**config.mk**
```make
export PLATFORM = sky130hd
export DESIGN_NAME = fortran_token_scanner
export DESIGN_NICKNAME = d
export VERILOG_FILES = /design/src/design/fts_pkg.sv /design/src/design/fts_front.sv /design/src/design/fts_back.sv /design/src/design/fortran_token_scanner.sv
export SDC_FILE = /design/constraint.sdc
export NUM_CORES = 1
export LEC_CHECK = 0
export ABC_AREA = 1
export BUFFER_PORTS_ARGS = -buffer_cell sky130_fd_sc_hd__buf_2
export CORE_MARGIN = 2
export CORE_UTILIZATION = 45
export CTS_BUF_LIST = sky130_fd_sc_hd__clkbuf_4 sky130_fd_sc_hd__clkbuf_8 sky130_fd_sc_hd__clkbuf_16
export DETAILED_ROUTE_END_ITERATION = 12
export PLACE_DENSITY = 0.63
export SYNTH_ARGS = -nofsm -noshare
export SYNTH_HDL_FRONTEND = slang
export SYNTH_SLANG_ARGS = --single-unit
export TNS_END_PERCENT = 20
```
**constraint.sdc**
```tcl
create_clock -name i_clk -period 5.8 [get_ports i_clk]
set_input_delay 0.87 -clock i_clk [delete_from_list [all_inputs] [get_ports i_clk]]
set_output_delay 0.87 -clock i_clk [all_outputs]
set_load 0.02 [all_outputs]
```
**src/design/fts_pkg.sv**
```systemverilog
package fts_pkg;

    // token kinds
    localparam logic [4:0] K_IDENT   = 5'd0;
    localparam logic [4:0] K_NUMBER  = 5'd1;
    localparam logic [4:0] K_HOLL    = 5'd2;
    localparam logic [4:0] K_STRING  = 5'd3;
    localparam logic [4:0] K_BOZ     = 5'd4;
    localparam logic [4:0] K_LPSL    = 5'd5;
    localparam logic [4:0] K_SLRP    = 5'd6;
    localparam logic [4:0] K_LPAREN  = 5'd7;
    localparam logic [4:0] K_RPAREN  = 5'd8;
    localparam logic [4:0] K_LBRACK  = 5'd9;
    localparam logic [4:0] K_RBRACK  = 5'd10;
    localparam logic [4:0] K_COMMA   = 5'd11;
    localparam logic [4:0] K_DCOLON  = 5'd12;
    localparam logic [4:0] K_COLON   = 5'd13;
    localparam logic [4:0] K_SEMI    = 5'd14;
    localparam logic [4:0] K_PCT     = 5'd15;
    localparam logic [4:0] K_OPER    = 5'd16;
    localparam logic [4:0] K_INVALID = 5'd17;
    localparam logic [4:0] K_END     = 5'd18;

    localparam logic [7:0] CH_SQ = 8'h27;
    localparam logic [7:0] CH_DQ = 8'h22;

    // scanner modes; M_END and M_BAD are only decision results
    typedef enum logic [24:0] {
        M_IDLE      = 25'h0000001,
        M_IDENT     = 25'h0000002,
        M_PAIR      = 25'h0000004,
        M_DOT_A     = 25'h0000008,
        M_DOT_B     = 25'h0000010,
        M_DOT_C     = 25'h0000020,
        M_DOT_CLOSE = 25'h0000040,
        M_STR       = 25'h0000080,
        M_STR_ESC   = 25'h0000100,
        M_BOZ_Q     = 25'h0000200,
        M_BOZ_BODY  = 25'h0000400,
        M_LEAD      = 25'h0000800,
        M_LEADX     = 25'h0001000,
        M_DOTQ      = 25'h0002000,
        M_FRAC      = 25'h0004000,
        M_EXP_L     = 25'h0008000,
        M_EXP_S     = 25'h0010000,
        M_EXP_D     = 25'h0020000,
        M_KIND_U    = 25'h0040000,
        M_KIND_I    = 25'h0080000,
        M_FSUF      = 25'h0100000,
        M_HOLL_H    = 25'h0200000,
        M_HOLL_P    = 25'h0400000,
        M_END       = 25'h0800000,
        M_BAD       = 25'h1000000
    } t_mode;

    // one queued input item, classified by the front
    typedef struct packed {
        logic [7:0] ch;
        logic       is_end;
        logic       is_nul;
    } t_item;

    // number step result: next mode and a kill of number validity
    typedef struct packed {
        t_mode mode;
        logic  kill;
    } t_nn;

    function automatic logic is_space(logic [7:0] c);
        return (c == 8'd32) || (c >= 8'd9 && c <= 8'd13);
    endfunction

    function automatic logic is_alpha(logic [7:0] c);
        return (c >= "a" && c <= "z") || (c >= "A" && c <= "Z");
    endfunction

    function automatic logic is_digit(logic [7:0] c);
        return c >= "0" && c <= "9";
    endfunction

    function automatic logic ident_cont(logic [7:0] c);
        return is_alpha(c) || is_digit(c) || c == "_";
    endfunction

    function automatic logic op_char(logic [7:0] c);
        return c == "+" || c == "-" || c == "*" || c == "/" || c == "=" ||
               c == "<" || c == ">" || c == "~";
    endfunction

    function automatic logic two_char_op(logic [7:0] c, logic [7:0] a);
        return (c == "*" && a == "*") || (c == "/" && a == "/") ||
               (c == "/" && a == "=") || (c == "=" && a == "=") ||
               (c == "=" && a == ">") || (c == "<" && a == "=") ||
               (c == ">" && a == "=") || (c == "<" && a == ">");
    endfunction

    function automatic t_mode dot_next(t_mode phase, logic [7:0] x);
        t_mode m;
        if (x == ".") begin
            m = M_DOT_CLOSE;
        end else if (is_space(x)) begin
            m = (phase == M_DOT_A) ? M_DOT_A : M_DOT_C;
        end else if (is_alpha(x) && phase != M_DOT_C) begin
            m = M_DOT_B;
        end else begin
            m = M_BAD;
        end
        return m;
    endfunction

    function automatic t_mode f_check(logic [7:0] x);
        return (x == "f" || x == "F") ? M_FSUF : M_END;
    endfunction

    function automatic t_mode kind_check(logic [7:0] x);
        return (x == "_") ? M_KIND_U : f_check(x);
    endfunction

    function automatic t_mode exp_check(logic [7:0] x);
        logic [7:0] l;
        l = x | 8'h20;
        return (is_alpha(x) && (l == "e" || l == "d" || l == "q")) ? M_EXP_L
                                                                  : kind_check(x);
    endfunction

    // lookahead test after a digit string and a dot
    function automatic logic frac_ok(logic [7:0] n, logic [7:0] e, logic [7:0] s);
        logic r;
        if (!is_alpha(n)) begin
            r = 1'b1;
        end else if (n == "e" || n == "E" || n == "d" || n == "D") begin
            r = is_digit(e) || ((e == "+" || e == "-") && is_digit(s));
        end else begin
            r = (n == "f" || n == "F") && !ident_cont(e);
        end
        return r;
    endfunction

    function automatic t_nn num_next(t_mode mode, logic [7:0] x);
        t_nn r;
        r.kill = 1'b0;
        r.mode = M_END;
        case (mode)
            M_LEAD: begin
                if (is_digit(x)) r.mode = M_LEAD;
                else if (x == "h" || x == "H") r.mode = M_HOLL_H;
                else if (x == ".") r.mode = M_DOTQ;
                else r.mode = exp_check(x);
            end
            M_LEADX: begin
                if (is_digit(x)) r.mode = M_LEADX;
                else if (x == ".") r.mode = M_DOTQ;
                else r.mode = exp_check(x);
            end
            M_FRAC: r.mode = is_digit(x) ? M_FRAC : exp_check(x);
            M_EXP_L: begin
                if (x == "+" || x == "-") r.mode = M_EXP_S;
                else if (is_digit(x)) r.mode = M_EXP_D;
                else begin
                    r.kill = 1'b1;
                    r.mode = kind_check(x);
                end
            end
            M_EXP_S: begin
                if (is_digit(x)) r.mode = M_EXP_D;
                else begin
                    r.kill = 1'b1;
                    r.mode = kind_check(x);
                end
            end
            M_EXP_D: r.mode = is_digit(x) ? M_EXP_D : kind_check(x);
            M_KIND_U: begin
                if (ident_cont(x)) r.mode = M_KIND_I;
                else begin
                    r.kill = 1'b1;
                    r.mode = f_check(x);
                end
            end
            M_KIND_I: r.mode = ident_cont(x) ? M_KIND_I : f_check(x);
            default: r.mode = M_END;
        endcase
        return r;
    endfunction

endpackage

```
**src/design/fts_front.sv**
```systemverilog
module fts_front import fts_pkg::*; (
    input  logic       i_clk,
    input  logic       i_rst_n,
    input  logic       i_valid,
    output logic       o_ready,
    input  logic [7:0] i_char_code,
    input  logic       i_is_line_end,
    output t_item      o_item,
    output logic       o_item_valid,
    input  logic       i_pop
);

    logic [7:0] r_q_ch  [4];
    logic       r_q_end [4];
    logic       r_q_nul [4];
    logic [1:0] r_wp, r_rp;
    logic [2:0] r_count;
    logic       w_push;

    assign o_ready      = (r_count != 3'd4);
    assign w_push       = i_valid && o_ready;
    assign o_item_valid = (r_count != 3'd0);

    // head of queue
    assign o_item.ch     = r_q_ch[r_rp];
    assign o_item.is_end = r_q_end[r_rp];
    assign o_item.is_nul = r_q_nul[r_rp];

    // pointers and fill level
    always_ff @(posedge i_clk) begin
        if (!i_rst_n) begin
            r_wp    <= 2'd0;
            r_rp    <= 2'd0;
            r_count <= 3'd0;
        end else begin
            if (w_push) r_wp <= r_wp + 2'd1;
            if (i_pop)  r_rp <= r_rp + 2'd1;
            r_count <= r_count + {2'b00, w_push} - {2'b00, i_pop};
        end
    end

    // classify and store each transfer
    always_ff @(posedge i_clk) begin
        if (w_push) begin
            r_q_ch[r_wp]  <= i_char_code;
            r_q_end[r_wp] <= i_is_line_end;
            r_q_nul[r_wp] <= !i_is_line_end && (i_char_code == 8'd0);
        end
    end

`ifndef SYNTHESIS
    a_pop_nonempty: assert property (@(posedge i_clk) disable iff (!i_rst_n)
        i_pop |-> (r_count != 3'd0))
        else $error("pop from empty queue");
`endif

endmodule

```
**src/design/fts_back.sv**
```systemverilog
module fts_back import fts_pkg::*; #(
    parameter int MAX_LINE             = 1024,
    parameter int HOLLERITH_COUNT_BITS = 16
) (
    input  logic        i_clk,
    input  logic        i_rst_n,
    input  t_item       i_item,
    input  logic        i_item_valid,
    output logic        o_pop,
    output logic        o_valid,
    input  logic        i_ready,
    output logic [4:0]  o_kind,
    output logic [10:0] o_start,
    output logic [10:0] o_len,
    output logic        o_last
);

    localparam int CW = $clog2(MAX_LINE + 1);
    localparam int HW = HOLLERITH_COUNT_BITS + 1;
    localparam logic [HW-1:0] HOLL_MAX = {1'b0, {HOLLERITH_COUNT_BITS{1'b1}}};
    localparam logic [HW-1:0] HOLL_OVF = {1'b1, {HOLLERITH_COUNT_BITS{1'b0}}};
    localparam logic [CW-1:0] LINE_MAX = CW'(MAX_LINE);

    typedef enum logic [2:0] {
        B_NEW   = 3'b001,
        B_HEAD  = 3'b010,
        B_FLUSH = 3'b100
    } t_bstate;

    t_bstate       r_bstate, n_bstate;
    t_mode         r_mode, n_mode;
    logic [CW-1:0] r_tok_start, n_tok_start;
    logic [CW-1:0] r_lp, n_lp;
    logic [7:0]    r_win [4];
    logic [7:0]    n_win [4];
    logic [2:0]    r_cnt, n_cnt;
    logic [HW-1:0] r_holl, n_holl;
    logic [7:0]    r_quote, n_quote;
    logic          r_nv, n_nv;
    logic          r_drop, n_drop;
    logic [4:0]    r_pair, n_pair;
    logic [2:0]    r_ecnt, n_ecnt;
    logic          r_ov, n_ov;
    logic [4:0]    r_okind, n_okind;
    logic [10:0]   r_ostart, n_ostart;
    logic [10:0]   r_olen, n_olen;
    logic          r_olast, n_olast;

    assign o_valid = r_ov;
    assign o_kind  = r_okind;
    assign o_start = r_ostart;
    assign o_len   = r_olen;
    assign o_last  = r_olast;

    // engine: one head decision or one line close per cycle unless stalled
    always_comb begin
        logic [7:0]    w [4];
        logic [2:0]    cnt_e;
        logic [CW-1:0] lp_e;
        logic          go, do_head, do_final, done, flush_ctx, consume, kill_win;
        logic [7:0]    c, a0, a1, a2, lc;
        logic [CW-1:0] col, len, ts;
        logic          fin;
        logic [4:0]    fin_kind;
        logic [CW-1:0] fin_len;
        logic          e_v, e_last;
        logic [4:0]    e_kind;
        logic [CW-1:0] e_start, e_len;
        logic          nv_e, apply;
        t_nn           nn;
        t_mode         dm;
        logic [HW+3:0] hx;
        logic [HW-1:0] hd;
        logic [2:0]    ebase;
        logic [CW:0]   endcol;

        n_bstate    = r_bstate;
        n_mode      = r_mode;
        n_tok_start = r_tok_start;
        n_lp        = r_lp;
        n_win       = r_win;
        n_cnt       = r_cnt;
        n_holl      = r_holl;
        n_quote     = r_quote;
        n_nv        = r_nv;
        n_drop      = r_drop;
        n_pair      = r_pair;
        n_ecnt      = r_ecnt;
        n_ov        = r_ov && !i_ready;
        n_okind     = r_okind;
        n_ostart    = r_ostart;
        n_olen      = r_olen;
        n_olast     = r_olast;
        o_pop       = 1'b0;

        w         = r_win;
        cnt_e     = r_cnt;
        lp_e      = r_lp;
        do_head   = 1'b0;
        do_final  = 1'b0;
        done      = 1'b0;
        flush_ctx = 1'b0;
        consume   = 1'b1;
        kill_win  = 1'b0;
        fin       = 1'b0;
        fin_kind  = K_INVALID;
        fin_len   = '0;
        e_v       = 1'b0;
        e_last    = 1'b0;
        e_kind    = K_END;
        e_start   = '0;
        e_len     = '0;
        nv_e      = r_nv;
        apply     = 1'b0;
        nn        = '{mode: M_END, kill: 1'b0};
        dm        = M_BAD;
        hx        = '0;
        hd        = '0;
        lc        = 8'd0;
        endcol    = '0;
        ebase     = (r_bstate == B_NEW) ? 3'd0 : r_ecnt;
        go        = i_item_valid && (!r_ov || i_ready);

        // choose the work of this cycle
        if (go) begin
            unique case (r_bstate)
                B_NEW: begin
                    if (i_item.is_end) begin
                        flush_ctx = 1'b1;
                        if (r_cnt != 3'd0) do_head = 1'b1;
                        else do_final = 1'b1;
                    end else if (r_lp >= LINE_MAX) begin
                        done = 1'b1;
                    end else if (r_drop) begin
                        n_lp = r_lp + 1'b1;
                        done = 1'b1;
                    end else if (i_item.is_nul) begin
                        flush_ctx = 1'b1;
                        if (r_cnt != 3'd0) do_head = 1'b1;
                        else do_final = 1'b1;
                    end else begin
                        w[r_cnt[1:0]] = i_item.ch;
                        cnt_e = r_cnt + 3'd1;
                        lp_e  = r_lp + 1'b1;
                        n_win = w;
                        n_cnt = cnt_e;
                        n_lp  = lp_e;
                        if (cnt_e == 3'd4) do_head = 1'b1;
                        else done = 1'b1;
                    end
                end
                B_HEAD: do_head = 1'b1;
                B_FLUSH: begin
                    flush_ctx = 1'b1;
                    if (r_cnt != 3'd0) do_head = 1'b1;
                    else do_final = 1'b1;
                end
                default: done = 1'b1;
            endcase
        end

        // decide the oldest pending character
        c   = w[0];
        a0  = (cnt_e > 3'd1) ? w[1] : 8'd0;
        a1  = (cnt_e > 3'd2) ? w[2] : 8'd0;
        a2  = (cnt_e > 3'd3) ? w[3] : 8'd0;
        col = lp_e - CW'(cnt_e) + 1'b1;
        ts  = r_tok_start;
        len = col - ts + 1'b1;

        if (do_head) begin
            unique case (r_mode) inside
                M_IDLE: begin
                    n_tok_start = col;
                    ts = col;
                    if (is_space(c) || c == 8'd0) begin
                        // nothing to start
                    end else if (c == "!") begin
                        n_drop   = 1'b1;
                        kill_win = 1'b1;
                    end else if (is_alpha(c) || c == "_") begin
                        lc = c | 8'h20;
                        if ((lc == "b" || lc == "o" || lc == "z" || lc == "x") &&
                            (a0 == CH_SQ || a0 == CH_DQ)) begin
                            n_quote = a0;
                            n_mode  = M_BOZ_Q;
                        end else if (ident_cont(a0)) begin
                            n_mode = M_IDENT;
                        end else begin
                            fin = 1'b1; fin_kind = K_IDENT; fin_len = CW'(1);
                        end
                    end else if (is_digit(c)) begin
                        nv_e   = 1'b1;
                        n_holl = HW'(c[3:0]);
                        nn     = num_next(M_LEAD, a0);
                        apply  = 1'b1;
                    end else if (c == "." && is_digit(a0)) begin
                        n_nv   = 1'b1;
                        n_holl = '0;
                        n_mode = M_LEADX;
                    end else if (c == CH_SQ || c == CH_DQ) begin
                        n_quote = c;
                        if (a0 == 8'd0) begin
                            fin = 1'b1; fin_kind = K_INVALID; fin_len = CW'(1);
                        end else begin
                            n_mode = M_STR;
                        end
                    end else if (c == "(") begin
                        if (a0 == "/") begin
                            n_pair = K_LPSL; n_mode = M_PAIR;
                        end else begin
                            fin = 1'b1; fin_kind = K_LPAREN; fin_len = CW'(1);
                        end
                    end else if (c == "/" && a0 == ")") begin
                        n_pair = K_SLRP; n_mode = M_PAIR;
                    end else if (c == ")") begin
                        fin = 1'b1; fin_kind = K_RPAREN; fin_len = CW'(1);
                    end else if (c == "[") begin
                        fin = 1'b1; fin_kind = K_LBRACK; fin_len = CW'(1);
                    end else if (c == "]") begin
                        fin = 1'b1; fin_kind = K_RBRACK; fin_len = CW'(1);
                    end else if (c == ",") begin
                        fin = 1'b1; fin_kind = K_COMMA; fin_len = CW'(1);
                    end else if (c == ":") begin
                        if (a0 == ":") begin
                            n_pair = K_DCOLON; n_mode = M_PAIR;
                        end else begin
                            fin = 1'b1; fin_kind = K_COLON; fin_len = CW'(1);
                        end
                    end else if (c == ";") begin
                        fin = 1'b1; fin_kind = K_SEMI; fin_len = CW'(1);
                    end else if (c == "%") begin
                        fin = 1'b1; fin_kind = K_PCT; fin_len = CW'(1);
                    end else if (c == ".") begin
                        dm = dot_next(M_DOT_A, a0);
                        if (dm == M_BAD) begin
                            fin = 1'b1; fin_kind = K_INVALID; fin_len = CW'(1);
                        end else begin
                            n_mode = dm;
                        end
                    end else if (op_char(c)) begin
                        if (two_char_op(c, a0)) begin
                            n_pair = K_OPER; n_mode = M_PAIR;
                        end else begin
                            fin = 1'b1; fin_kind = K_OPER; fin_len = CW'(1);
                        end
                    end else begin
                        fin = 1'b1; fin_kind = K_INVALID; fin_len = CW'(1);
                    end
                end
                M_IDENT: begin
                    if (!ident_cont(a0)) begin
                        fin = 1'b1; fin_kind = K_IDENT; fin_len = len;
                    end
                end
                M_PAIR: begin
                    fin = 1'b1; fin_kind = r_pair; fin_len = len;
                end
                M_DOT_A, M_DOT_B, M_DOT_C: begin
                    dm = dot_next(r_mode, a0);
                    if (dm == M_BAD) begin
                        fin = 1'b1; fin_kind = K_INVALID; fin_len = len;
                    end else begin
                        n_mode = dm;
                    end
                end
                M_DOT_CLOSE: begin
                    fin = 1'b1; fin_kind = K_OPER; fin_len = len;
                end
                M_STR: begin
                    if (c == r_quote) begin
                        if (a0 == r_quote) begin
                            n_mode = M_STR_ESC;
                        end else begin
                            fin = 1'b1; fin_kind = K_STRING; fin_len = len;
                        end
                    end else if (a0 == 8'd0) begin
                        fin = 1'b1; fin_kind = K_INVALID; fin_len = len;
                    end
                end
                M_STR_ESC: begin
                    if (a0 == 8'd0) begin
                        fin = 1'b1; fin_kind = K_INVALID; fin_len = len;
                    end else begin
                        n_mode = M_STR;
                    end
                end
                M_BOZ_Q: begin
                    if (a0 == 8'd0) begin
                        fin = 1'b1; fin_kind = K_INVALID; fin_len = len;
                    end else begin
                        n_mode = M_BOZ_BODY;
                    end
                end
                M_BOZ_BODY: begin
                    if (c == r_quote) begin
                        fin = 1'b1; fin_kind = K_BOZ; fin_len = len;
                    end else if (a0 == 8'd0) begin
                        fin = 1'b1; fin_kind = K_INVALID; fin_len = len;
                    end
                end
                M_HOLL_H: begin
                    if (r_holl > HOLL_MAX) begin
                        fin = 1'b1; fin_kind = K_INVALID; fin_len = len;
                    end else if (r_holl == '0) begin
                        fin = 1'b1; fin_kind = K_HOLL; fin_len = len;
                    end else if (a0 == 8'd0) begin
                        fin = 1'b1; fin_kind = K_INVALID; fin_len = len;
                    end else begin
                        n_mode = M_HOLL_P;
                    end
                end
                M_HOLL_P: begin
                    hd     = r_holl - 1'b1;
                    n_holl = hd;
                    if (hd == '0) begin
                        fin = 1'b1; fin_kind = K_HOLL; fin_len = len;
                    end else if (a0 == 8'd0) begin
                        fin = 1'b1; fin_kind = K_INVALID; fin_len = len;
                    end
                end
                M_LEAD: begin
                    // count times ten plus digit, saturating as an overflow mark
                    hx = (HW+4)'({r_holl, 3'b000}) + (HW+4)'({r_holl, 1'b0}) +
                         (HW+4)'(c[3:0]);
                    n_holl = (hx > (HW+4)'(HOLL_MAX)) ? HOLL_OVF : hx[HW-1:0];
                    nn     = num_next(M_LEAD, a0);
                    apply  = 1'b1;
                end
                M_DOTQ: begin
                    if (frac_ok(a0, a1, a2)) begin
                        nn    = num_next(M_FRAC, a0);
                        apply = 1'b1;
                    end else begin
                        // close the number before the dot; the dot is rescanned
                        fin      = 1'b1;
                        fin_kind = r_nv ? K_NUMBER : K_INVALID;
                        fin_len  = col - ts;
                        consume  = 1'b0;
                    end
                end
                default: begin
                    nn    = num_next(r_mode, a0);
                    apply = 1'b1;
                end
            endcase

            // number step result
            if (apply) begin
                nv_e = nv_e && !nn.kill;
                n_nv = nv_e;
                if (nn.mode == M_END) begin
                    fin      = 1'b1;
                    fin_kind = nv_e ? K_NUMBER : K_INVALID;
                    fin_len  = col - ts + 1'b1;
                end else begin
                    n_mode = nn.mode;
                end
            end

            // retire the head character
            if (consume) begin
                n_win[0] = w[1];
                n_win[1] = w[2];
                n_win[2] = w[3];
                n_win[3] = 8'd0;
                n_cnt    = cnt_e - 3'd1;
            end else begin
                n_win = w;
                n_cnt = cnt_e;
            end

            if (fin) begin
                e_v     = 1'b1;
                e_kind  = fin_kind;
                e_start = ts;
                e_len   = fin_len;
                n_mode  = M_IDLE;
                if (fin_kind == K_INVALID) begin
                    n_drop = 1'b1;
                    n_cnt  = 3'd0;
                end
            end
            if (kill_win) n_cnt = 3'd0;

            if (flush_ctx) begin
                n_bstate = B_FLUSH;
            end else if (n_cnt == 3'd4) begin
                n_bstate = B_HEAD;
            end else begin
                done = 1'b1;
            end
        end

        // close the line, or the text after a null character
        if (do_final) begin
            done = 1'b1;
            if (i_item.is_end) begin
                endcol = {1'b0, r_lp} + 1'b1;
                if (endcol > {1'b0, LINE_MAX}) endcol = {1'b0, LINE_MAX};
                e_v         = 1'b1;
                e_kind      = K_END;
                e_start     = endcol[CW-1:0];
                e_len       = '0;
                e_last      = 1'b1;
                n_mode      = M_IDLE;
                n_tok_start = '0;
                n_lp        = '0;
                n_cnt       = 3'd0;
                n_holl      = '0;
                n_quote     = 8'd0;
                n_nv        = 1'b1;
                n_drop      = 1'b0;
                n_pair      = K_IDENT;
            end else begin
                n_drop = 1'b1;
                n_cnt  = 3'd0;
                n_lp   = r_lp + 1'b1;
            end
        end

        // result transfer into the output register, at most four per item
        if (go) begin
            n_ecnt = ebase;
            if (e_v && ebase < 3'd4) begin
                n_ecnt   = ebase + 3'd1;
                n_ov     = 1'b1;
                n_okind  = e_kind;
                n_ostart = 11'(32'(e_start));
                n_olen   = 11'(32'(e_len));
                n_olast  = e_last;
            end
        end

        if (done) begin
            o_pop    = 1'b1;
            n_bstate = B_NEW;
        end
    end

    // control state
    always_ff @(posedge i_clk) begin
        if (!i_rst_n) begin
            r_bstate    <= B_NEW;
            r_mode      <= M_IDLE;
            r_tok_start <= '0;
            r_lp        <= '0;
            r_cnt       <= 3'd0;
            r_holl      <= '0;
            r_quote     <= 8'd0;
            r_nv        <= 1'b1;
            r_drop      <= 1'b0;
            r_pair      <= K_IDENT;
            r_ecnt      <= 3'd0;
            r_ov        <= 1'b0;
        end else begin
            r_bstate    <= n_bstate;
            r_mode      <= n_mode;
            r_tok_start <= n_tok_start;
            r_lp        <= n_lp;
            r_cnt       <= n_cnt;
            r_holl      <= n_holl;
            r_quote     <= n_quote;
            r_nv        <= n_nv;
            r_drop      <= n_drop;
            r_pair      <= n_pair;
            r_ecnt      <= n_ecnt;
            r_ov        <= n_ov;
        end
    end

    // window characters and result payload
    always_ff @(posedge i_clk) begin
        r_win    <= n_win;
        r_okind  <= n_okind;
        r_ostart <= n_ostart;
        r_olen   <= n_olen;
        r_olast  <= n_olast;
    end

`ifndef SYNTHESIS
    a_win_between_items: assert property (@(posedge i_clk) disable iff (!i_rst_n)
        (r_bstate == B_NEW) |-> (r_cnt <= 3'd3))
        else $error("lookahead window over-full between items");
    a_emit_cap: assert property (@(posedge i_clk) disable iff (!i_rst_n)
        r_ecnt <= 3'd4)
        else $error("per-item result count beyond four");
    a_last_is_end: assert property (@(posedge i_clk) disable iff (!i_rst_n)
        r_ov |-> (r_olast == (r_okind == K_END)))
        else $error("last flag not matching end marker");
`endif

endmodule

```
**src/design/fortran_token_scanner.sv**
```systemverilog
// Fortran line token scanner. Characters of one line go in one per transfer,
// closed by a transfer with is_line_end set; tokens come out as kind, start
// column and length, followed by an end marker with is_last set. A 4-entry
// input queue parts the input from the scanning engine, and a result register
// parts the engine from the output. The engine makes one lookahead decision
// per cycle while an item waits and the result register is free. A token is
// released when the third character after its end has arrived. A number that
// stops in front of a '.' that is not its fraction is closed without taking
// the dot, which is then scanned again. A line end or a null first decides
// each pending character (at most three, plus such rescans), then closes the
// line or, after a null, drops its rest. Results leave at most one per cycle.
module fortran_token_scanner import fts_pkg::*; #(
    parameter int MAX_LINE             = 1024,
    parameter int HOLLERITH_COUNT_BITS = 16
) (
    input  logic        i_clk,
    input  logic        i_rst_n,
    input  logic        i_valid,
    output logic        o_ready,
    input  logic [7:0]  i_char_code,
    input  logic        i_is_line_end,
    output logic        o_valid,
    input  logic        i_ready,
    output logic [4:0]  o_token_kind,
    output logic [10:0] o_start_column,
    output logic [10:0] o_token_length,
    output logic        o_is_last
);

    t_item w_item;
    logic  w_item_valid;
    logic  w_pop;

    // input queue
    fts_front u_front (
        .i_clk         (i_clk),
        .i_rst_n       (i_rst_n),
        .i_valid       (i_valid),
        .o_ready       (o_ready),
        .i_char_code   (i_char_code),
        .i_is_line_end (i_is_line_end),
        .o_item        (w_item),
        .o_item_valid  (w_item_valid),
        .i_pop         (w_pop)
    );

    // scanning engine
    fts_back #(
        .MAX_LINE             (MAX_LINE),
        .HOLLERITH_COUNT_BITS (HOLLERITH_COUNT_BITS)
    ) u_back (
        .i_clk        (i_clk),
        .i_rst_n      (i_rst_n),
        .i_item       (w_item),
        .i_item_valid (w_item_valid),
        .o_pop        (w_pop),
        .o_valid      (o_valid),
        .i_ready      (i_ready),
        .o_kind       (o_token_kind),
        .o_start      (o_start_column),
        .o_len        (o_token_length),
        .o_last       (o_is_last)
    );

endmodule

```
---- Word level (Yosys, flattened, before mapping) ----
Memory sizes are Yosys's and may differ from the RTL's. A register that Yosys moved wholly into a read port is not among the register bits.
Index checks and enable logic that the tools add are counted.
word-level totals
  flip-flop bits (word level) ............. 156
  memory bits (writable) .................. 40
  bits of input ports ..................... 13
  output and inout bits ................... 30
  logic and storage cells ................. 663
  memories ................................ 3
memories
  memory           depth  width  read ports  clocked after memory_dff  wr ports  RTL line         source
  u_front.r_q_ch   4      8      1           1                         1         fts_front.sv:13  logic [7:0] r_q_ch [4];
  u_front.r_q_end  4      1      1           1                         1         fts_front.sv:14  logic r_q_end [4];
  u_front.r_q_nul  4      1      1           1                         1         fts_front.sv:15  logic r_q_nul [4];
operators by class
  $add $sub $neg .......................... 18
  $lt $le $gt $ge ......................... 34
  equality and inequality tests ........... 90
  multiplexer cells ....................... 390
  bitwise operators ....................... 2
  reductions and logical operators ........ 103
operator list
  cell                                                               number
  two-way mux 25 bit                                                 73
  two-way mux 11 bit                                                 56
  two-way mux 5 bit                                                  60
  equality test 8 x 6 -> 1 bit, second input constant                32
  two-way mux 32 bit                                                 8
  two-way mux 26 bit                                                 6
  two-way mux 17 bit                                                 9
  case mux 25 bit (6 select lines)                                   1
  case mux 25 bit (5 select lines)                                   1
  two-way mux 1 bit                                                  124
  two-way mux 8 bit                                                  15
  equality test 8 x 7 -> 1 bit, second input constant                14
  case mux 11 bit (10 select lines)                                  1
  case mux 26 bit (4 select lines)                                   1
  case mux 17 bit (3 select lines)                                   1
  equality test 25 bit, second input constant                        2
  equality test 7 x 6 -> 1 bit, second input constant                7
  greater-or-equal comparator 8 x 7 -> 1 bit, second input constant  6
  <= comparator 8 x 7 -> 1 bit, second input constant                6
  two-way mux 3 bit                                                  16
  case mux 5 bit (9 select lines)                                    1
  adder 11 x 1 -> 11 bit, second input constant                      4
  logical OR 1 bit                                                   41
  logical AND 1 bit                                                  34
  other kinds (75)                                                   118

---- Logic depth before layout (Yosys ltp) ----
Gate-level depths: netlist (run 1).
  depth in word-level cells ............... 70
  depth in mapped cells ................... 40

---- By module ----
From an unflattened synthesis (run 1), not the netlist that was laid out.
unflattened totals
  cell total of the unflattened synthesis .. 2358
  area total of the unflattened synthesis .. 16113.0 um^2
modules (own cells, without submodules)
  module     times used  cells an instance  area each (um^2)  sequential area each (um^2)
  fts_back   1           2197               14144.8           3263.1
  fts_front  1           161                1968.1            1381.3

---- Worst setup path before layout (run 1) ----
OpenSTA, ideal clock, no wires.
  kind .................................... input -> register
  start point ............................. input port i_ready
  end point ............................... register u_back.r_olen[10], in the netlist u_back.o_len[10], data pin
  data arrival time ....................... 5517 ps
  required time ........................... 5534 ps
  setup slack ............................. 17 ps
  stages on the path ...................... 31
  cell sequence ........................... inv_1 > nand2_1 > nand4_1 > nor2_8 > buf_6 > clkbuf_1 > o21ai_0 > ha_1 > inv_1 > ha_1 > fa_1 > xor2_1 > nor2_1 > nor2_1 > inv_1 > ha_1 > ha_1 > a21oi_1 > nand2_1 > a21oi_1 > o21bai_1 > a21oi_1 > o21ai_0 > nand2_1 > nand2_1 > a21oi_1 > xor2_1 > xnor2_1 > nor2_1 > a211oi_1 > nor2_1
on the way
  word-level cells in the longest chain between the ends .. 55
RTL lines
  element                                                                                            RTL line                     source
  start: declaration                                                                                 fortran_token_scanner.sv:23  input logic i_ready,
  logical OR 1 bit *                                                                                 fts_back.sv:122              go = i_item_valid && (!r_ov || i_ready);
  logical AND 1 bit *                                                                                fts_back.sv:122
  two-way mux 3 bit                                                                                  n/a
  greater-than comparator 3 x 1 -> 1 bit                                                             fts_back.sv:164              a0 = (cnt_e > 3'd1) ? w[1] : 8'd0;
  two-way mux 8 bit                                                                                  fts_back.sv:164
  greater-or-equal comparator 8 x 7 -> 1 bit / <= comparator 8 x 7 -> 1 bit (equally long branches)  fts_pkg.sv:74                return (c >= "a" && c <= "z") || (c >= "A" && c <= "Z");
  logical AND 1 bit                                                                                  fts_pkg.sv:74
  logical OR 1 bit                                                                                   fts_pkg.sv:74
  (+39 left out)                                                                                     n/a
  case mux 1 bit (10 select lines)                                                                   fts_back.sv:172              unique case (r_mode) inside
  two-way mux 1 bit                                                                                  fts_back.sv:352              if (nn.mode == M_END) begin
  two-way mux 1 bit                                                                                  fts_back.sv:349              if (apply) begin
  two-way mux 1 bit                                                                                  fts_back.sv:171              if (do_head) begin
  two-way mux 11 bit                                                                                 fts_back.sv:373              if (fin) begin
  two-way mux 11 bit                                                                                 fts_back.sv:171
  two-way mux 11 bit                                                                                 fts_back.sv:398              if (i_item.is_end) begin
  two-way mux 11 bit *                                                                               fts_back.sv:396              if (do_final) begin
  end signal: assignment                                                                             fts_back.sv:477              r_olen <= n_olen;
  end: declaration                                                                                   fts_back.sv:46               logic [10:0] r_olen, n_olen;
Every way passes the cells marked *; elsewhere a longest branch is shown, timed or not. The select of a mux whose other input is x is not followed.
A chain may end at the register's enable or synchronous reset.

---- Worst setup path in the final report (run 1) ----
  start point ............................. register u_front.r_count[1]
  end point ............................... register u_back.r_olen[10], in the netlist u_back.o_len[10], data pin
on the way
  word-level cells in the longest chain between the ends .. 55
RTL lines
  element                                                                                            RTL line         source
  start: declaration                                                                                 fts_front.sv:17  logic [2:0] r_count;
  start signal: assignment                                                                           fts_front.sv:38  r_count <= r_count + {2'b00, w_push} - {2'b00, i_pop};
  nonzero test 3 bit *                                                                               fts_front.sv:22  assign o_item_valid = (r_count != 3'd0);
  logical AND 1 bit *                                                                                fts_back.sv:122
  two-way mux 3 bit                                                                                  n/a
  greater-than comparator 3 x 1 -> 1 bit                                                             fts_back.sv:164
  two-way mux 8 bit                                                                                  fts_back.sv:164
  greater-or-equal comparator 8 x 7 -> 1 bit / <= comparator 8 x 7 -> 1 bit (equally long branches)  fts_pkg.sv:74
  logical AND 1 bit                                                                                  fts_pkg.sv:74
  logical OR 1 bit                                                                                   fts_pkg.sv:74
  (+39 left out)                                                                                     n/a
  case mux 1 bit (10 select lines)                                                                   fts_back.sv:172
  two-way mux 1 bit                                                                                  fts_back.sv:352
  two-way mux 1 bit                                                                                  fts_back.sv:349
  two-way mux 1 bit                                                                                  fts_back.sv:171
  two-way mux 11 bit                                                                                 fts_back.sv:373
  two-way mux 11 bit                                                                                 fts_back.sv:171
  two-way mux 11 bit                                                                                 fts_back.sv:398
  two-way mux 11 bit *                                                                               fts_back.sv:396
Marked as above.

==> reports/summary.txt, run 1 <==
==============================================================================
Status .......................................................... finished clean
Synth cell types ................................................           65
Post-Syn Area ...................................................  0.0157 mm^2
Slowest library cell on the worst path .......................... sky130_fd_sc_hd__fa_1
Required time reported for the critical path endpoint ...........      5.99 ns
Worst hold slack ................................................     0.464 ns
Max capacitance violation total .................................            0
Clock buffers created by TritonCTS ..............................           17
Post-CTS setup repair buffer count ..............................            0
Crit path largest cell delay ....................................      0.40 ns
Hold buffers post-CTS ...........................................            0
Total routed wirelength .........................................    50,800 um
Share of the cycle needed by the critical path after routing ....        0.921
Critical path's most frequent cell .............................. sky130_fd_sc_hd__nand2_1
Min-Delay Path Class ............................................   reg -> reg
Number of diodes added for antenna fixing .......................            0
Via count of the first global-routing pass ......................       15,000
Count of flip-flops with a built-in enable after synthesis ......           68
Clock Tree Root ................................................. sky130_fd_sc_hd__clkbuf_16
Wirelength per Cell .............................................      17.5 um
Pin count of the biggest net entering global routing ............           50
Worst-Skew Late Latency .........................................      0.48 ns
Total negative setup slack ......................................         0 ns
FFs w/ async S/R, synth .........................................            0
Final hold vios .................................................            0
CTS clock-pin slew for the worst setup and hold paths ...........      0.08 ns
Max Fanout on Critical Path .....................................            5
Core area .......................................................  0.0345 mm^2
Top library cells by usage in the layout, fill and taps aside ... sky130_fd_sc_hd__nand2_1, sky130_fd_sc_hd__inv_1, sky130_fd_sc_hd__nor2_1
Final-stage net count ...........................................        2,555
Initial DRC Count ...............................................        1,358
Worst Setup Path Type ...........................................   reg -> reg
Y dimension of the die ..........................................       191 um
Combined global-route utilization of all metal layers ...........        0.283
Final HPWL DP ...................................................    39,800 um
Depth of the CTS H-tree .........................................            4
Post-synthesis cell count .......................................        2,296
Final critical path time including I/O delays and setup .........      5.34 ns
TritonCTS clock tree ............................................        built
Max_slew headroom ...............................................        0.203
GP Congestion ...................................................         1.03
Remaining Overflow, GRT .........................................            0
Row cnt .........................................................           68
Post-route DRC ..................................................            0
Post-synthesis register bit count ...............................          198
Average size of a mapped cell ...................................    6.86 um^2
Sink Count ......................................................          198
Post-route ant nets .............................................            0
CTS-repair resized insts ........................................            0
Count of endpoints failing setup in the final report ............            0
Layout Area Growth over Synthesis ...............................        14.0%
Fraction of layout instances using a drive strength above 1 .....        0.140
Buffers from clock root to sink, at most ........................            2
Crit. End Element ...............................................     register
Proportion of synthesized chip area in sequential cells .........        0.295
Upper clock frequency limit .....................................    0.187 GHz
Antenna violations before repair ................................            0
Most common library cell in the layout ignoring fill and taps ... sky130_fd_sc_hd__nand2_1
WP data arrival .................................................      5.54 ns
Fill cell count .................................................        3,459
Setup repair after global routing missed its margin .............           no
Transition time at the pin with the least slew margin ...........      1.18 ns
Largest clock skew in the final design ..........................    0.0132 ns
Via density .....................................................         5.52
First-pass DRT Iterations .......................................            6
Total die area ..................................................  0.0365 mm^2
Die extent in x .................................................       191 um
Post-Syn Nets ...................................................        2,412
Ys Warns ........................................................            0
Critical path startpoint category ...............................     register
Global-route wire length before repair ..........................    81,000 um
Number of top-level pins ........................................           43
Most frequently used flop master after synthesis ................ sky130_fd_sc_hd__dfxtp_1
Number of buffers inserted by port buffering ....................           42
Number of pins with negative max-slew slack in the final report .            0
Vias ............................................................       16,000
Effective utilization at floorplan ..............................        0.457
==============================================================================
-- layout make-up --
cell class / count / area, um^2 / share of cell area
sequential: 198 / 4650 / 0.259
clock buffer: 17 / 425 / 0.0237
timing repair buffer: 171 / 1220 / 0.0677
multi-input combinational: 1701 / 9570 / 0.533
tap: 455 / 569 / 0.0317
inverter: 350 / 1310 / 0.0732
clock inverter: 15 / 208 / 0.0116
-- per-layer routing --
layer,routed length (um),track usage,vias up
met5,0,0,-
met4,1450,0.109,0
met3,3240,0.0327,79
met2,23200,0.460,538
met1,22900,0.386,7476
li1,-,-,7945
-- logic make-up after synthesis --
family / Yosys count / share of synthesized area
compound gates: 442 / 0.170
xor+xnor: 68 / 0.0378
fa+ha+maj: 103 / 0.0847
buf+inv: 397 / 0.0982
flops: 198 / 0.295
simple gates: 1088 / 0.314
-- state kept, by name (all words and copies together) (netlist names), named ones only --
register            flops
u_back.o_last           1
u_back.r_tok_start     11
u_back.r_drop           1
u_back.o_len           11
u_front.r_rp            2
u_front.r_q_nul         4
u_back.o_kind           5
u_front.r_wp            2
u_back.r_quote          8
u_back.r_win           32
u_back.r_bstate         3
u_front.r_q_end         4
u_back.r_pair           5
u_front.r_count         3
u_front.r_q_ch         32
u_back.r_holl          17
u_back.r_ecnt           3
u_back.r_lp            11
u_back.o_valid          1
u_back.r_mode          25
u_back.r_cnt            3
u_back.r_nv             1
u_back.o_start         11
-- synth_stat cells (9+ instances only) --
cell                       instances  area [um^2]
sky130_fd_sc_hd__xnor2_1          18          158
sky130_fd_sc_hd__inv_1           317         1190
sky130_fd_sc_hd__dfxtp_1         130         2600
sky130_fd_sc_hd__nor4_1           14         87.6
sky130_fd_sc_hd__o31ai_1           9         67.6
sky130_fd_sc_hd__nor3_1           45          225
sky130_fd_sc_hd__a21oi_1         128          641
sky130_fd_sc_hd__o21ai_0         133          666
sky130_fd_sc_hd__or2_2            13         81.3
sky130_fd_sc_hd__inv_2            29          109
sky130_fd_sc_hd__o21bai_1         12         90.1
sky130_fd_sc_hd__nand4_1          42          263
sky130_fd_sc_hd__nand2_2          26          163
sky130_fd_sc_hd__buf_2             9         45.0
sky130_fd_sc_hd__nand3_1         140          701
sky130_fd_sc_hd__nand2_1         482         1810
sky130_fd_sc_hd__o21ai_1          15         75.1
sky130_fd_sc_hd__nor2_2           15         93.8
sky130_fd_sc_hd__xor2_1           50          438
sky130_fd_sc_hd__nand3_2          14          140
sky130_fd_sc_hd__o22ai_1          29          181
sky130_fd_sc_hd__clkbuf_1         29          109
sky130_fd_sc_hd__nor2_1          260          976
sky130_fd_sc_hd__o211ai_1         20          150
sky130_fd_sc_hd__a31oi_1          14         87.6
sky130_fd_sc_hd__edfxtp_1         68         2040
sky130_fd_sc_hd__a22oi_1          18          135
sky130_fd_sc_hd__ha_1             97         1210
sky130_fd_sc_hd__a211oi_1         11         82.6
-- per-stage QoR --
stage	setup slack, ns	std cells	cell area [um^2]	util
detailed placement	-0.0202	2875	17300	0.502
finish	0.458	2907	18000	0.521
global placement	0.000835	2875	17300	0.502
global route	0.0346	2907	18000	0.521
floorplan	0.0172	2296	15700	-
CTS	0.282	2907	17900	0.521
-- critical path: cells and delay by family, from the launching register on --
family                     cells  cell delay [ns]
adders and majority gates      5             1.49
and+or+nand+nor               12             1.33
AOI/OAI and AO/OA              7             1.04
xor gates and xnor gates       3             0.55
DFF                            1             0.39
buffers and inverters          4             0.25
-- final timing paths --
path                                    startpoint                 to  slack, ns  cells after the start
worst min register to register   u_back.r_mode[23]  u_back.r_mode[23]       0.46                      2
worst min-delay path             u_back.r_mode[23]  u_back.r_mode[23]       0.46                      2
worst max-delay path            u_front.r_count[1]   u_back.o_len[10]       0.46                     31
worst max register to register  u_front.r_count[1]   u_back.o_len[10]       0.46                     31
Power of run 1 is left out: the tool's default activity adds up to more than one toggle a clock period on the data nets, which glitch-free logic cannot reach.
==> run 2: changes to the inputs <==
--- a/config.mk
+++ b/config.mk
@@ -11,7 +11,7 @@
 export CORE_UTILIZATION = 45
 export CTS_BUF_LIST = sky130_fd_sc_hd__clkbuf_4 sky130_fd_sc_hd__clkbuf_8 sky130_fd_sc_hd__clkbuf_16
 export DETAILED_ROUTE_END_ITERATION = 12
-export PLACE_DENSITY = 0.63
+export PLACE_DENSITY = 0.61
 export SYNTH_ARGS = -nofsm -noshare
 export SYNTH_HDL_FRONTEND = slang
 export SYNTH_SLANG_ARGS = --single-unit
==> constraint.sdc (replaced) <==
create_clock -name i_clk -period 6.7 [get_ports i_clk]
set_input_delay 1.005 -clock i_clk [delete_from_list [all_inputs] [get_ports i_clk]]
set_output_delay 1.005 -clock i_clk [all_outputs]
set_load 0.02 [all_outputs]
==> run 2 against run 1 <==
Final cell count decreased by 3.4%. Final area is 4.6% lower. Clock skew rose by 0.0072 ns. Sequential cell count unchanged. Global-route usage increased by 0.36 points. Setup slack better by 0.33 ns. Non-clock buffer count shrank 100. Sequential share of layout area increased by 1.2 points. Critical path depth grew 1. First-iteration DRC count shrank 2.8%.
==> reports/summary.txt, run 2 (synthesized netlist as in run 1, its figures left out) <==
==============================================================================
Status .......................................................... finished clean   unchanged
Final HPWL DP ...................................................    40,000 um   was 39,800 um
Total routed wirelength .........................................    51,100 um   was 50,800 um
Pin count of the biggest net entering global routing ............           50   unchanged
Largest registers ranked by flip-flop count ..................... u_back.r_win (32), u_front.r_q_ch (32), u_back.r_mode (25)   unchanged
Worst Setup Path Type ...........................................    in -> reg   was reg -> reg
Most common library cell in the layout ignoring fill and taps ... sky130_fd_sc_hd__nand2_1   unchanged
Largest clock skew in the final design ..........................    0.0203 ns   was 0.0132 ns
Clock buffers created by TritonCTS ..............................           17   unchanged
Critical path's most frequent cell .............................. sky130_fd_sc_hd__inv_1   was sky130_fd_sc_hd__nand2_1
Wirelength per Cell .............................................      18.2 um   was 17.5 um
Post-route DRC ..................................................            0   unchanged
Y dimension of the die ..........................................       191 um   unchanged
Antenna violations before repair ................................            0   unchanged
Post-CTS setup repair buffer count ..............................            0   unchanged
Worst-Skew Late Latency .........................................      0.48 ns   about the same
Required time reported for the critical path endpoint ...........      7.06 ns   was 5.99 ns
Combined global-route utilization of all metal layers ...........        0.287   was 0.283
Final-stage net count ...........................................        2,455   was 2,555
Post-route ant nets .............................................            0   unchanged
Core area .......................................................  0.0345 mm^2   unchanged
Via count of the first global-routing pass ......................       14,700   was 15,000
Max Fanout on Critical Path .....................................           23   was 5
Hold buffers post-CTS ...........................................            0   unchanged
Crit path largest cell delay ....................................      0.40 ns   about the same
Initial DRC Count ...............................................        1,320   was 1,358
First-pass DRT Iterations .......................................            6   unchanged
Die extent in x .................................................       191 um   unchanged
Final critical path time including I/O delays and setup .........      5.92 ns
Number of pins with negative max-slew slack in the final report .            0   unchanged
Setup repair after global routing missed its margin .............           no   unchanged
Number of buffers inserted by port buffering ....................           42   unchanged
Final hold vios .................................................            0   unchanged
Crit. End Element ...............................................     register   unchanged
Min-Delay Path Class ............................................   reg -> reg   unchanged
CTS-repair resized insts ........................................            0   unchanged
Transition time at the pin with the least slew margin ...........      1.23 ns   was 1.18 ns
Buffers from clock root to sink, at most ........................            2   unchanged
TritonCTS clock tree ............................................        built   unchanged
Total negative setup slack ......................................         0 ns   unchanged
Clock Tree Root ................................................. sky130_fd_sc_hd__clkbuf_16   unchanged
Sink Count ......................................................          198   unchanged
WP data arrival .................................................      6.28 ns   was 5.54 ns
Depth of the CTS H-tree .........................................            4   unchanged
Slowest library cell on the worst path .......................... sky130_fd_sc_hd__fa_1   unchanged
CTS clock-pin slew for the worst setup and hold paths ...........      0.08 ns   about the same
Critical path startpoint category ............................... primary input   was register
Via density .....................................................         5.59   was 5.52
Global-route wire length before repair ..........................    81,300 um   was 81,000 um
Number of top-level pins ........................................           43   unchanged
GP Congestion ...................................................        0.979   was 1.03
Layout Area Growth over Synthesis ...............................        8.80%   was 14.0%
Remaining Overflow, GRT .........................................            0   unchanged
Row cnt .........................................................           68   unchanged
Total die area ..................................................  0.0365 mm^2   unchanged
Max_slew headroom ...............................................        0.174   was 0.203
Count of endpoints failing setup in the final report ............            0   unchanged
Effective utilization at floorplan ..............................        0.457   unchanged
Upper clock frequency limit .....................................    0.169 GHz
Fraction of layout instances using a drive strength above 1 .....        0.103   was 0.140
Vias ............................................................       15,700   was 16,000
Share of the cycle needed by the critical path after routing ....        0.883
Number of diodes added for antenna fixing .......................            0   unchanged
Top library cells by usage in the layout, fill and taps aside ... sky130_fd_sc_hd__nand2_1, sky130_fd_sc_hd__inv_1, sky130_fd_sc_hd__nor2_1   unchanged
Max capacitance violation total .................................            0   unchanged
==============================================================================
run 2: worst paths after layout:
path                                   startpoint                 end  slack (ns)  cells past startpoint
worst min-delay path            u_back.r_mode[23]   u_back.r_mode[23]        0.47                      2
worst max-delay path                      i_ready  u_front.r_count[2]        0.78                     32
worst max register to register           register  u_front.r_count[2]        0.84                     33
worst min register to register  u_back.r_mode[23]   u_back.r_mode[23]        0.47                      2
run 2: routing by layer:
layer  share of wire  track usage  wire length, um  vias up
met5               0            0                0        -
met4           0.039        0.124             2020        0
met3           0.067       0.0474             3420      107
met2            0.43        0.440            22100      541
met1            0.46        0.397            23600     7279
li1                -            -                -     7763
run 2: area by class of cell:
class | count | area, um^2
inverters | 350 | 1310
multi-input cells | 1701 | 9560
fillers | 3536 | 17300
well taps | 455 | 569
flip-flops and latches | 198 | 4640
clock inverters | 15 | 188
repair buffers | 71 | 428
clock buffers | 17 | 425
run 2: worst max-delay path: cells and delay by family:
family,cells,cell delay [ns]
simple gates,18,3.06
compound gates,2,0.23
buf+inv,8,0.92
fa+ha+maj,4,1.05
run 2: metrics by stage:
stage | setup slack [ns] | area (um^2) | util | hold WS [ns] | instances
2_1_floorplan | 0.782 | 15700 | - | 0.433 | 2296
3_3_place_gp | 0.348 | 16500 | 0.479 | 0.453 | 2775
3_5_place_dp | 0.286 | 16500 | 0.479 | 0.462 | 2775
4_1_cts | 0.784 | 17100 | 0.497 | 0.474 | 2807
5_1_grt | 0.216 | 17100 | 0.497 | 0.494 | 2807
6_report | 0.784 | 17100 | 0.497 | 0.470 | 2807
Power of run 2 is left out for the same reason.
==> run 3: changes to the inputs <==
==> constraint.sdc (replaced) <==
create_clock -name i_clk -period 5.45 [get_ports i_clk]
set_input_delay 0.8175 -clock i_clk [delete_from_list [all_inputs] [get_ports i_clk]]
set_output_delay 0.8175 -clock i_clk [all_outputs]
set_load 0.02 [all_outputs]
==> run 3 against run 2 <==
Global-route usage is 0.082 points lower. Sequential cell count did not move. Setup slack got worse by 0.49 ns. Hold slack better by 0.0072 ns. Count of clock-buffer cells in the layout up 1. Die area is the same. First-iteration DRC count up 3.6%. Core utilization increased by 5.6 points. Critical path depth rose by 3. Highest routed layer unchanged.
==> reports/summary.txt, run 3 (synthesized netlist as in run 1, its figures left out) <==
================================================================================
Sequential cell area .............................................. 0.00465 mm^2   was 0.00464 mm^2
Antenna violations before repair ..................................            0   unchanged
Clock buffers created by TritonCTS ................................           17   unchanged
Critical path's most frequent cell ................................ sky130_fd_sc_hd__inv_1   unchanged
Post-route setup slack ............................................     0.289 ns   was 0.784 ns
Transition time at the pin with the least slew margin .............      1.10 ns   was 1.23 ns
Critical R2R Launch ............................................... u_back.r_bstate[1]
Core area .........................................................  0.0345 mm^2   unchanged
Buf+Inv Stages, Crit Path .........................................            6   was 8
Setup repair after global routing missed its margin ...............          yes   was no
Final hold vios ...................................................            0   unchanged
Max Fanout on Critical Path .......................................            6   was 23
Final HPWL DP .....................................................    40,500 um   was 40,000 um
Final critical path time including I/O delays and setup ...........      5.16 ns
Pin count of the biggest net entering global routing ..............           50   unchanged
Wirelength per Cell ...............................................      17.0 um   was 18.2 um
First-pass DRT Iterations .........................................            6   unchanged
R2R cell count ....................................................           35   was 33
Max_slew headroom .................................................        0.267   was 0.174
Met2 Track Usage GR ...............................................        0.468   was 0.440
Sink Count ........................................................          198   unchanged
Largest registers ranked by flip-flop count ....................... u_back.r_win (32), u_front.r_q_ch (32), u_back.r_mode (25)   unchanged
Fill cell count ...................................................        3,392   was 3,536
Crit path largest cell delay ......................................      0.41 ns   was 0.40 ns
Total die area ....................................................  0.0365 mm^2   unchanged
Launch instance of the worst min-delay path ....................... u_back.r_ecnt[1]   was u_back.r_mode[23]
Routing usage on met1 .............................................        0.377   was 0.397
Flop-to-flop setup slack ..........................................      0.29 ns   was 0.84 ns
Area of combinational cells with multiple inputs .................. 0.00969 mm^2   was 0.00956 mm^2
Buffers from clock root to sink, at most ..........................            2   unchanged
Final-stage net count .............................................        2,692   was 2,455
Slowest library cell on the worst path ............................ sky130_fd_sc_hd__fa_1   unchanged
Post-route DRC ....................................................            0   unchanged
Row cnt ...........................................................           68   unchanged
GP Congestion .....................................................        0.975   was 0.979
Top library cells by usage in the layout, fill and taps aside ..... sky130_fd_sc_hd__nand2_1, sky130_fd_sc_hd__inv_1, sky130_fd_sc_hd__buf_4   was sky130_fd_sc_hd__nand2_1, sky130_fd_sc_hd__inv_1, sky130_fd_sc_hd__nor2_1
Summed area of non-filler cells in the final layout ...............  0.0191 mm^2   was 0.0171 mm^2
Post-route ant nets ...............................................            0   unchanged
Initial DRC Count .................................................        1,367   was 1,320
Hold buffers post-CTS .............................................            0   unchanged
Largest clock skew in the final design ............................    0.0137 ns   was 0.0203 ns
Instance area after placement .....................................  0.0183 mm^2   was 0.0165 mm^2
End point of the worst hold path .................................. u_back.r_ecnt[1]   was u_back.r_mode[23]
Effective utilization at floorplan ................................        0.457   unchanged
Number of stages on the worst hold path ...........................            2   unchanged
Cell type group with the largest total delay on the critical path . simple AND/OR/NAND/NOR gates   unchanged
Number of buffers inserted by port buffering ......................           42   unchanged
TritonCTS clock tree ..............................................        built   unchanged
Combined global-route utilization of all metal layers .............        0.286   was 0.287
Most common library cell in the layout ignoring fill and taps ..... sky130_fd_sc_hd__nand2_1   unchanged
Count of endpoints failing setup in the final report ..............            0   unchanged
Y dimension of the die ............................................       191 um   unchanged
Total routed wirelength ...........................................    51,700 um   was 51,100 um
Fraction of layout instances using a drive strength above 1 .......        0.192   was 0.103
Number of diodes added for antenna fixing .........................            0   unchanged
Critical path startpoint category .................................     register   was primary input
Share of the cycle needed by the critical path after routing ......        0.947
Number of pins with negative max-slew slack in the final report ...            0   unchanged
CTS clock-pin slew for the worst setup and hold paths .............      0.09 ns   was 0.08 ns
Number of top-level pins ..........................................           43   unchanged
Upper clock frequency limit .......................................    0.194 GHz
Clock Tree Root ................................................... sky130_fd_sc_hd__clkbuf_16   unchanged
Layout Area Growth over Synthesis .................................        21.1%   was 8.80%
Depth of the CTS H-tree ...........................................            4   unchanged
Worst-Skew Late Latency ...........................................      0.47 ns   was 0.48 ns
Critical register-to-register path endpoint ....................... u_front.r_count[2]   unchanged
Worst Setup Path Type .............................................   reg -> reg   was in -> reg
Min-Delay Path Class ..............................................   reg -> reg   unchanged
Global-route wire length before repair ............................    81,900 um   was 81,300 um
Via density .......................................................         5.49   was 5.59
Post-place setup slack ............................................    -0.182 ns   was 0.286 ns
Required time reported for the critical path endpoint .............      5.82 ns   was 7.06 ns
Number of cells after detailed placement ..........................        3,004   was 2,775
Met3 demand-to-capacity share in global routing ...................       0.0463   was 0.0474
Most congested layer reported by global routing ...................         met2   unchanged
Die extent in x ...................................................       191 um   unchanged
Crit. End Element .................................................     register   unchanged
Remaining Overflow, GRT ...........................................            0   unchanged
Cell Count, Final, Fillers Out ....................................        3,044   was 2,807
Status ............................................................ finished clean   unchanged
Vias ..............................................................       16,700   was 15,700
Via count of the first global-routing pass ........................       15,600   was 14,700
Max capacitance violation total ...................................            0   unchanged
WP data arrival ...................................................      5.53 ns   was 6.28 ns
================================================================================
==> run 3: cell count changes in the layout (fill, tap and decap cells not counted), sizes merged <==
cell	before	now
clkbuf	17	18
clkinv	10	9
buf	71	306
nand2	516	518
==> run 3: worst min-delay path, delay by kind of cell, from the launching register on <==
kind             cells  cell delay (ns)
AND/OR/NAND/NOR      1             0.06
flip-flops           1             0.32
AO/OA/AOI/OAI        1             0.06
==> run 3: how the worst max path moves through the flow <==
stage / end / from / depth (start not counted) / slack (ns)
after floorplan: u_back.o_len[10] / i_ready / 31 / 0.02
after global placement: u_back.o_len[10] / i_ready / 31 / -0.10
after detailed placement: u_front.r_count[2] / i_ready / 32 / -0.18
after CTS: u_front.r_count[2] / register / 33 / 0.13
after global routing: u_back.o_len[9] / u_back.r_bstate[0] / 31 / -0.10
final: u_front.r_count[2] / u_back.r_bstate[1] / 35 / 0.29
==> run 3: routing by layer <==
layer	vias to the layer above	part of all wire	wire (um)
met1	7791	0.44	22900
met5	-	0	0
met2	564	0.46	23600
met3	117	0.064	3330
met4	0	0.036	1850
li1	8233	-	-
==> run 3: area by class of cell <==
| class | count | area share |
|---|---|---|
| multi-input cells | 1703 | 0.508 |
| flip-flops and latches | 198 | 0.244 |
| repair buffers | 306 | 0.116 |
| inverters | 350 | 0.0689 |
| well taps | 455 | 0.0299 |
| clock buffers | 18 | 0.0236 |
| clock inverters | 14 | 0.00886 |
==> run 3: repair_timing <==
| action | CTS | global route |
|---|---|---|
| gates resized for setup | 0 | 28 |
| hold endpoints to repair | 0 | 0 |
| endpoints found under the setup margin | 0 | 23 |
| buffers inserted | 0 | 6 |
==> run 3: per-stage QoR <==
step,hold WS (ns),util,TNS [ns]
2_1_floorplan,0.433,-,0
3_3_place_gp,0.453,0.530,-0.201
3_5_place_dp,0.466,0.530,-1.06
4_1_cts,0.478,0.548,0
5_1_grt,0.502,0.553,-0.332
6_report,0.477,0.553,0
Power of run 3 is left out for the same reason.
